===== src/rtl/bts_pkg.sv =====
// ----------------------------------------------------------------------------
// Buzzer tone sequencer package
// Types, codes, widths and the pattern ROM shared by the sequencer modules.
// ----------------------------------------------------------------------------
package bts_pkg;

   localparam int MAX_PATTERN_STEPS = 9;
   localparam int ROM_SLOTS         = 16;
   localparam int STEP_CAP          = (MAX_PATTERN_STEPS < ROM_SLOTS) ?
                                      MAX_PATTERN_STEPS : ROM_SLOTS;

   localparam int FREQ_W = 15;
   localparam int DUR_W  = 16;
   localparam int KIND_W = 2;
   localparam int PID_W  = 2;
   localparam int STEP_W = 4;

   localparam int REQ_TDATA_W = 40;
   localparam int RSP_TDATA_W = 16;

   typedef enum logic [KIND_W-1:0] {
      KIND_TICK    = 2'd0,
      KIND_TONE    = 2'd1,
      KIND_PATTERN = 2'd2
   } kind_type;

   localparam logic [PID_W-1:0] PAT_SUCCESS   = 2'd0;
   localparam logic [PID_W-1:0] PAT_BAD_READ  = 2'd1;
   localparam logic [PID_W-1:0] PAT_COMM_FAIL = 2'd2;
   localparam logic [PID_W-1:0] PAT_COUNT     = 2'd3;

   typedef struct packed {
      logic [FREQ_W-1:0] freq;
      logic [DUR_W-1:0]  dur;
   } step_type;

   typedef struct packed {
      logic              busy;
      logic              in_pattern;
      logic [PID_W-1:0]  current_pattern;
      logic [STEP_W-1:0] step_index;
      logic [DUR_W-1:0]  time_left;
      logic [FREQ_W-1:0] drive_freq;
   } seq_state_type;

   typedef struct packed {
      logic [KIND_W-1:0] kind;
      logic [FREQ_W-1:0] tone_freq;
      logic [DUR_W-1:0]  tone_duration;
      logic [PID_W-1:0]  pattern_id;
   } item_type;

   function automatic step_type mk_step(int f, int d);
      step_type s;
      s.freq = FREQ_W'(f);
      s.dur  = DUR_W'(d);
      return s;
   endfunction

   // Pattern ROM: slots past a pattern's end read as zero.
   function automatic step_type pattern_step(logic [PID_W-1:0] pat,
                                             logic [STEP_W-1:0] idx);
      step_type s;
      s = mk_step(0, 0);
      case (pat)
         PAT_SUCCESS: begin
            if (idx == 4'd0) s = mk_step(3000, 500);
         end
         PAT_BAD_READ: begin
            case (idx)
               4'd0:    s = mk_step(1500, 300);
               4'd1:    s = mk_step(0, 100);
               4'd2:    s = mk_step(1500, 300);
               default: s = mk_step(0, 0);
            endcase
         end
         PAT_COMM_FAIL: begin
            case (idx)
               4'd0:    s = mk_step(3000, 100);
               4'd1:    s = mk_step(0, 50);
               4'd2:    s = mk_step(2625, 100);
               4'd3:    s = mk_step(0, 50);
               4'd4:    s = mk_step(2250, 100);
               4'd5:    s = mk_step(0, 50);
               4'd6:    s = mk_step(1875, 100);
               4'd7:    s = mk_step(0, 50);
               4'd8:    s = mk_step(1500, 100);
               default: s = mk_step(0, 0);
            endcase
         end
         default: s = mk_step(0, 0);
      endcase
      return s;
   endfunction

   // Number of steps actually played, capped by the step limit.
   function automatic logic [STEP_W:0] pattern_len(logic [PID_W-1:0] pat);
      int n;
      case (pat)
         PAT_SUCCESS:   n = 1;
         PAT_BAD_READ:  n = 3;
         PAT_COMM_FAIL: n = 9;
         default:       n = 0;
      endcase
      if (n > STEP_CAP) n = STEP_CAP;
      return (STEP_W+1)'(n);
   endfunction

endpackage


===== src/rtl/bts_next.sv =====
// ----------------------------------------------------------------------------
// Buzzer tone sequencer next-state logic
// Applies one tick or command to the sequencer state.
// ----------------------------------------------------------------------------
module bts_next (
   input  bts_pkg::seq_state_type cur,
   input  bts_pkg::item_type      item,
   output bts_pkg::seq_state_type nxt
);
   import bts_pkg::*;

   logic [STEP_W:0] step_next;
   step_type        next_step;
   step_type        first_step;

   assign step_next  = {1'b0, cur.step_index} + (STEP_W+1)'(1);
   assign next_step  = pattern_step(cur.current_pattern, step_next[STEP_W-1:0]);
   assign first_step = pattern_step(item.pattern_id, '0);

   always_comb begin
      nxt = cur;
      unique case (item.kind)
         KIND_TICK: begin
            if (cur.busy) begin
               if (cur.time_left <= DUR_W'(1)) begin
                  if (cur.in_pattern && (cur.current_pattern < PAT_COUNT) &&
                      (step_next < pattern_len(cur.current_pattern))) begin
                     nxt.step_index = step_next[STEP_W-1:0];
                     nxt.drive_freq = next_step.freq;
                     nxt.time_left  = next_step.dur;
                  end else begin
                     nxt.drive_freq = '0;
                     nxt.busy       = 1'b0;
                     nxt.in_pattern = 1'b0;
                  end
               end else begin
                  nxt.time_left = cur.time_left - DUR_W'(1);
               end
            end
         end
         KIND_TONE: begin
            nxt.busy       = 1'b1;
            nxt.in_pattern = 1'b0;
            nxt.drive_freq = item.tone_freq;
            nxt.time_left  = item.tone_duration;
         end
         KIND_PATTERN: begin
            if (item.pattern_id < PAT_COUNT) begin
               nxt.busy            = 1'b1;
               nxt.in_pattern      = 1'b1;
               nxt.current_pattern = item.pattern_id;
               nxt.step_index      = '0;
               nxt.drive_freq      = first_step.freq;
               nxt.time_left       = first_step.dur;
            end
         end
         default: begin
            // Unknown kind leaves the state alone.
            nxt = cur;
         end
      endcase
   end

endmodule


===== src/rtl/buzzer_tone_sequencer_core.sv =====
// ----------------------------------------------------------------------------
// Buzzer tone sequencer core
// Plays single tones and stored step patterns, counting down on millisecond
// ticks, and reports the buzzer frequency and activity after every item.
// ----------------------------------------------------------------------------
//  Channel | Direction | Contents
//  req_    | in        | tuser = kind; tdata = tone_freq, tone_duration, pattern_id
//  rsp_    | out       | tdata = freq_out, playing
//
//  One transaction per cycle while the result side is not stalled; a request
//  passes the input register, then the state update into the result register.
//  The state update is the only loop: duration compare and decrement, step increment and limit compare, ROM reads.
//  Reset clears the sequencer state and both valid flags.
//  A stalled result holds the result stage and a full input stage; the input
//  side keeps taking a transaction while it is empty or the stage ahead of it can move.
// ----------------------------------------------------------------------------
module buzzer_tone_sequencer_core (
   input  logic                            clock,
   input  logic                            reset,
   input  logic                            req_tvalid,
   output logic                            req_tready,
   // [14:0] tone_freq, [30:15] tone_duration, [32:31] pattern_id, [39:33] zero
   input  logic [bts_pkg::REQ_TDATA_W-1:0] req_tdata,
   // [1:0] kind
   input  logic [bts_pkg::KIND_W-1:0]      req_tuser,
   output logic                            rsp_tvalid,
   input  logic                            rsp_tready,
   // [14:0] freq_out, [15] playing
   output logic [bts_pkg::RSP_TDATA_W-1:0] rsp_tdata
);
   import bts_pkg::*;

   logic          in_valid_ff, in_valid_in;
   item_type      in_item_ff, in_item_in;
   seq_state_type state_ff, state_in;
   seq_state_type state_calc;
   logic          rsp_valid_ff, rsp_valid_in;
   logic [RSP_TDATA_W-1:0] rsp_data_ff, rsp_data_in;
   logic          out_move;
   logic          in_move;

   // The result stage moves when it is empty or being drained.
   assign out_move   = !rsp_valid_ff || rsp_tready;
   assign in_move    = !in_valid_ff || out_move;
   assign req_tready = in_move;

   bts_next u_next (
      .cur  (state_ff),
      .item (in_item_ff),
      .nxt  (state_calc)
   );

   always_comb begin
      in_valid_in  = in_valid_ff;
      in_item_in   = in_item_ff;
      state_in     = state_ff;
      rsp_valid_in = rsp_valid_ff;
      rsp_data_in  = rsp_data_ff;
      if (out_move) begin
         rsp_valid_in = in_valid_ff;
         if (in_valid_ff) begin
            state_in    = state_calc;
            rsp_data_in = {state_calc.busy, state_calc.drive_freq};
         end
      end
      if (in_move) begin
         in_valid_in = req_tvalid;
         if (req_tvalid) begin
            in_item_in.kind          = req_tuser;
            in_item_in.tone_freq     = req_tdata[FREQ_W-1:0];
            in_item_in.tone_duration = req_tdata[FREQ_W+DUR_W-1:FREQ_W];
            in_item_in.pattern_id    = req_tdata[FREQ_W+DUR_W+PID_W-1:FREQ_W+DUR_W];
         end
      end
   end

   always_ff @(posedge clock) begin
      if (reset) begin
         in_valid_ff  <= 1'b0;
         rsp_valid_ff <= 1'b0;
         state_ff     <= '0;
      end else begin
         in_valid_ff  <= in_valid_in;
         rsp_valid_ff <= rsp_valid_in;
         state_ff     <= state_in;
      end
   end

   always_ff @(posedge clock) begin
      in_item_ff  <= in_item_in;
      rsp_data_ff <= rsp_data_in;
   end

   assign rsp_tvalid = rsp_valid_ff;
   assign rsp_tdata  = rsp_data_ff;

endmodule


===== config.mk =====
export PLATFORM = sky130hd
export DESIGN_NAME = buzzer_tone_sequencer_core
export DESIGN_NICKNAME = d
export VERILOG_FILES = /design/src/rtl/bts_pkg.sv /design/src/rtl/bts_next.sv /design/src/rtl/buzzer_tone_sequencer_core.sv
export SDC_FILE = /design/constraint.sdc
export NUM_CORES = 1
export LEC_CHECK = 0
export BUFFER_PORTS_ARGS = -buffer_cell sky130_fd_sc_hd__buf_2
export CAP_MARGIN = 0
export CORE_ASPECT_RATIO = 2
export CORE_MARGIN = 2
export CORE_UTILIZATION = 50
export CTS_CLUSTER_SIZE = 16
export DETAILED_ROUTE_END_ITERATION = 8
export PLACE_DENSITY = 0.7
export SLEW_MARGIN = 25
export SYNTH_ARGS = -nofsm -noshare
export SYNTH_HDL_FRONTEND = slang
export SYNTH_HIERARCHICAL = 1
export SYNTH_SLANG_ARGS = --single-unit

===== constraint.sdc =====
create_clock -name clock -period 4 [get_ports clock]
set_input_delay 0.2 -clock clock [delete_from_list [all_inputs] [get_ports clock]]
set_output_delay 0.2 -clock clock [all_outputs]
set_load 0.02 [all_outputs]

# Yosys cells after proc, flatten, opt, wreduce, memory -nomap -nowiden
# Memories as Yosys holds them, arrays and structs flattened.
# Index checks and enable logic that the tools add are counted.
[op_classes]
addsub = 2
mul = 0
div_mod_pow = 0
n_lt_le_gt_ge = 5
n_eq_ne = 14
shifts = 0
muxes = 25
bitwise_logic = 0
reduce_logical = 19
[op_table]
columns = ["op", "n"]
rows = [
  ["$pmux W31 S3", 2],
  ["$mux W32", 3],
  ["$pmux W28 S3", 1],
  ["$pmux W27 S2", 1],
  ["$mux W39", 1],
  ["$mux W35", 1],
  ["$gt A32 B5 Y1 const B", 1],
  ["$mux W15", 2],
  ["$mux W28", 1],
  ["$mux W20", 1],
  ["$mux W5", 4],
  ["$le A16 B1 Y1 const B", 1],
  ["$mux W16", 1],
  ["$sub A16 B1 Y16 const B", 1],
  ["$reduce_and A7 Y1", 2],
  ["$pmux W4 S3", 1],
  ["$pmux W4 S2", 1],
  ["$eq A2 B1 Y1 const B", 3],
  ["$eq A2 B2 Y1 const B", 3],
  ["$logic_not A2 Y1", 3],
  ["$mux W2", 3],
  ["$ne A2 B1 Y1 const B", 3],
  ["$pmux W2 S3", 1],
  ["$reduce_and A6 Y1", 1],
  ["17 further kinds", 23],
]
[word_totals]
reg_bits = 92
latch_bits = 0
ramBits = 0
rom_bits = 272
inputBits = 46
out_inout_bits = 18
word_cells = 79
mem_count = 1
[mem_list]
columns = ["memory", "depth", "word_bits", "rd", "rd_ports_with_merged_regs", "wr", "line_no", "rtl"]
rows = [
  ["(no name shown)", 16, 17, 1, 0, 0, "bts_pkg.sv:78", "case (idx)"],
]

# Longest topological paths before layout
[logic_depth]
depth_word = 16
depth_mapped = 15
ltp_nobuf = 12

# Modules after synthesis
# Netlist, hierarchy kept.
[modules_own_cells]
columns = ["mod", "instances", "cells_each", "area_per_inst_um2"]
rows = [
  ["buzzer_tone_sequencer_core", 1, 230, 3399.5],
  ["bts_next", 1, 360, 2184.6],
]

# Worst setup path before layout
# No wires, ideal clock.
[synth_path]
path_kind = "reg2reg"
from = "reg state_ff[31] in the netlist's numbering"
to = "reg state_ff[9] in the netlist's numbering"
t_arrival_ns = 3.635
t_required_ns = 3.928
path_slack_ns = 0.294
path_stages_with_launch = 16
synth_period_minus_slack_ns = 3.706
path_cell_list = "dfxtp_1 clkbuf_1 nand3_1 xor2_1 inv_1 clkbuf_1 ha_1 mux2_4 a221oi_4 nand4b_4 or2_1 buf_6 or4_1 a32oi_1 nand2b_1 mux2i_1"
[synth_lines]
columns = ["element", "line_no", "rtl"]
rows = [
  ["start: declaration", "buzzer_tone_sequencer_core.sv:35", "seq_state_type state_ff, state_in;"],
  ["start signal: assignment", "buzzer_tone_sequencer_core.sv:85", "state_ff <= state_in;"],
]

==> results by group <==
Timing
  – Total negative slack: 0 ps
  – Fin crit period: approximately 3500 ps
  – Final Setup Violations: 0
  – Worst Tran Pin Value: 945 ps
  – Final Hold Viols: 0
  – Peak Freq: 0.290 GHz
  – Unrepaired setup endpoints after global routing: false
  – Crit share post-route: 86.3%
  – Max-slew violations: 0
  – Hold WS: 21.8 ps
  – Clock Skew: 8.09 ps
  – Relative slew slack: 36.8%

Critical path
  – RR Startpoint: state_ff[33]
  – Buf+Inv Stages, Crit Path: 1
  – Crit path capture: state_ff[9]
  – Worst path slowest cell: dfxtp_1
  – Worst path top cell family by delay: simple AND/OR/NAND/NOR gates
  – Critical Path End Type: flop
  – Worst-path fanout max: 8
  – R2R Setup Slk: 550 ps
  – CP Cell Sequence: nand3_1 -> xor2_1 -> inv_1 -> ha_1 -> mux2_4 -> a221oi_4 -> nand4b_4 -> or2_1 -> or4_1 -> a32oi_1 -> nand2b_1 -> mux2i_1
  – Crit path DAT: 3730 ps
  – R2R cell count: 12
  – FF-to-FF End: state_ff[9]
  – Required time worst endpoint: 4280 ps
  – Critical path class: reg2reg
  – Crit path largest cell delay: 510 ps
  – Worst path depth: 12
  – Crit path from: state_ff[33]
  – Worst setup SP type: flop

Clock network
  – Hold_buf cts: 0
  – Worst skew pair latency: 350 ps
  – CTS max path bufs: 2
  – CTS tree: done
  – H-tree levels: 3
  – Sink Count: 92
  – Post-CTS setup buffer count: 0
  – Clock Tree Root: clkbuf_16
  – Register clock-pin slew on the reported worst setup and hold paths: 70 ps
  – Post_cts resized: 0
  – Cts bufs inserted: 9

Floorplanning
  – Initial Util: 51.3%
  – Die area: approximately 12000 sq um
  – Io pins: 64
  – Die H: 153 um
  – Die X: 78.7 um
  – Std-Cell Core Area: around 11000 sq um
  – # rows: between 50 and 60

Place
  – # port buffers: 56
  – DP Area: 5980 sq um
  – Placer Congestion: 0.946
  – Post-DP HPWL: 10900 um

Route
  – Vias/cell: 6.11
  – Post-route ant nets: 0
  – Total number of vias: 4799
  – Initial DRC Count: between 400 and 500
  – Final WL: 15500 um
  – DRT Pass-1 Iters: 5
  – # DRC: 0
  – Wire length per cell: 19.7 um

Layout
  – Multi-input combinational cell area: 2940 sq um
  – Nets@finish: 695
  – Antenna diode count: 0
  – Area growth from synthesis to layout: 12.3%
  – Post-route cell area: approximately 6300 sq um
  – Final core utilization: 57.6%
  – Fill count: 1003
  – Share of layout cells above drive strength 1: 17.8%
  – Storage element area: roughly 2400 sq um

Synthesis
  – Post-Syn Area: between 5000 and 6000 sq um
  – EDFF count, synth: 51
  – Top cell type's share of synthesized area: between 20 and 30%
  – Synth async-reset ratio: 0%
  – Top cells by area, synth: edfxtp_1, dfxtp_1, nand2b_1
  – Post-synth top flop: edfxtp_1
  – Post-synthesis net count: 644
  – Cell count after synthesis: 590
  – #FFs+latches synth: a little over 90
  – Sequential share of the synthesized area: 42.1%
  – Yosys cell types: 70
  – Syn avg cell area: between 9 and 10 sq um
  – Cell taking the most area after synthesis: edfxtp_1
  – Syn. warnings: 6

Global route
  – First-pass GRT wire length: between 20000 and 25000 um
  – Largest net degree at the start of global routing: 81
  – Remaining Overflow, GRT: 0
  – Global-route usage over all layers: 26.4%
  – Initial antenna violation count: 0
  – Vias in the first global route: 4774

Power and ir drop
  – Worst vdd ir: approximately 0.00023 V
  – PD cells: 364 nW/um^2
  – Lkg Pwr: 2.32 nW

Worst hold path
  – Worst hold path class: in2reg

Status
  – Status: finished, final reports clean

Job
  – Max Cap Viol: 0
[worst register-to-register path, stage by stage, from the launching register on]
cell	delay, ps
dfxtp_1	510
nand3_1	200
xor2_1	230
inv_1	80
ha_1	350
mux2_4	300
a221oi_4	310
nand4b_4	180
or2_1	300
or4_1	510
a32oi_1	210
nand2b_1	80
mux2i_1	120
[registers in the layout (all words and copies together), names as in the netlist]
name and count:
rsp_tdata 16, in_item_ff 35, state_ff 39, in_valid_ff 1, rsp_tvalid 1
[layout make-up]
type                    count  share of cell area, %
inverters                  16                  0.958
clock buffers               9                   3.59
well taps                 140                   2.79
multi-input cells         443                   46.9
repair buffers             79                   7.26
clock inverters             7                  0.938
flip-flops and latches     92                   37.5
[cell usage in the layout, fill, tap and decap left out, drive strengths merged, types with 10 or more instances in the layout]
cell,netlist,final
nand2b,81,81
inv,15,18
nor3,10,10
a31oi,10,10
buf,11,79
o21ai,49,49
dfxtp,41,41
edfxtp,51,51
mux2i,43,43
a21oi,32,32
nand2,42,42
nor2,35,35
[metal layers]
metal	part of all wire, %	vias to the layer above	routed length [um]	track usage [%]
met5	0	-	0	0
met4	6.1	0	938	17.5
met3	4.3	66	664	4.49
met2	54	176	8280	47.3
met1	36	2289	5570	27.4
li1	-	2268	-	-
[synthesized netlist by cell type, drive strengths merged, types with 8 or more instances]
master   n
nor3    10
a31oi   10
dfxtp   41
o31ai    8
mux2i   43
o21ai   49
inv     15
a21oi   32
buf     11
edfxtp  51
clkbuf  28
nand2   42
nand3    9
nand2b  81
o211ai   9
nor2    35
ha       8
a221oi   9
[worst min path at each step]
stage	startpoint	to	cells after the start
floorplan	req_tdata[31]	in_item_ff[0]	0
global placement	req_tuser[1]	in_item_ff[34]	1
detailed placement	req_tdata[24]	in_item_ff[11]	1
CTS	req_tdata[12]	in_item_ff[30]	1
global route	req_tdata[30]	in_item_ff[17]	1
finish	req_tdata[30]	in_item_ff[17]	1
[cells by family (layout without fill, tap and decap cells)]
logic type	Yosys count	in the layout	share of synthesized area [%]
AO/OA/AOI/OAI	164	164	19.7
XOR/XNOR	6	6	0.941
adder cells (fa/ha/maj)	8	8	1.79
buffers and inverters	55	111	5.44
flip-flops	92	92	42.1
multiplexers	44	44	7.98
AND/OR/NAND/NOR	221	221	22.0
[per-stage QoR]
step,power (mW),cells,setup WS (ps)
floorplan,1.36,590,294
global placement,1.46,770,645
detailed placement,1.47,770,575
CTS,2.29,786,555
global route,2.37,786,349
finish,2.28,786,546
[power by group]
part	leakage [nW]	switching, mW	total, mW	internal, mW
registers	0.826	0.0340	1.08	1.05
logic	1.36	0.235	0.381	0.146
clock network	0.134	0.387	0.818	0.431
No activity file was read; power rests on OpenSTA's default activity.
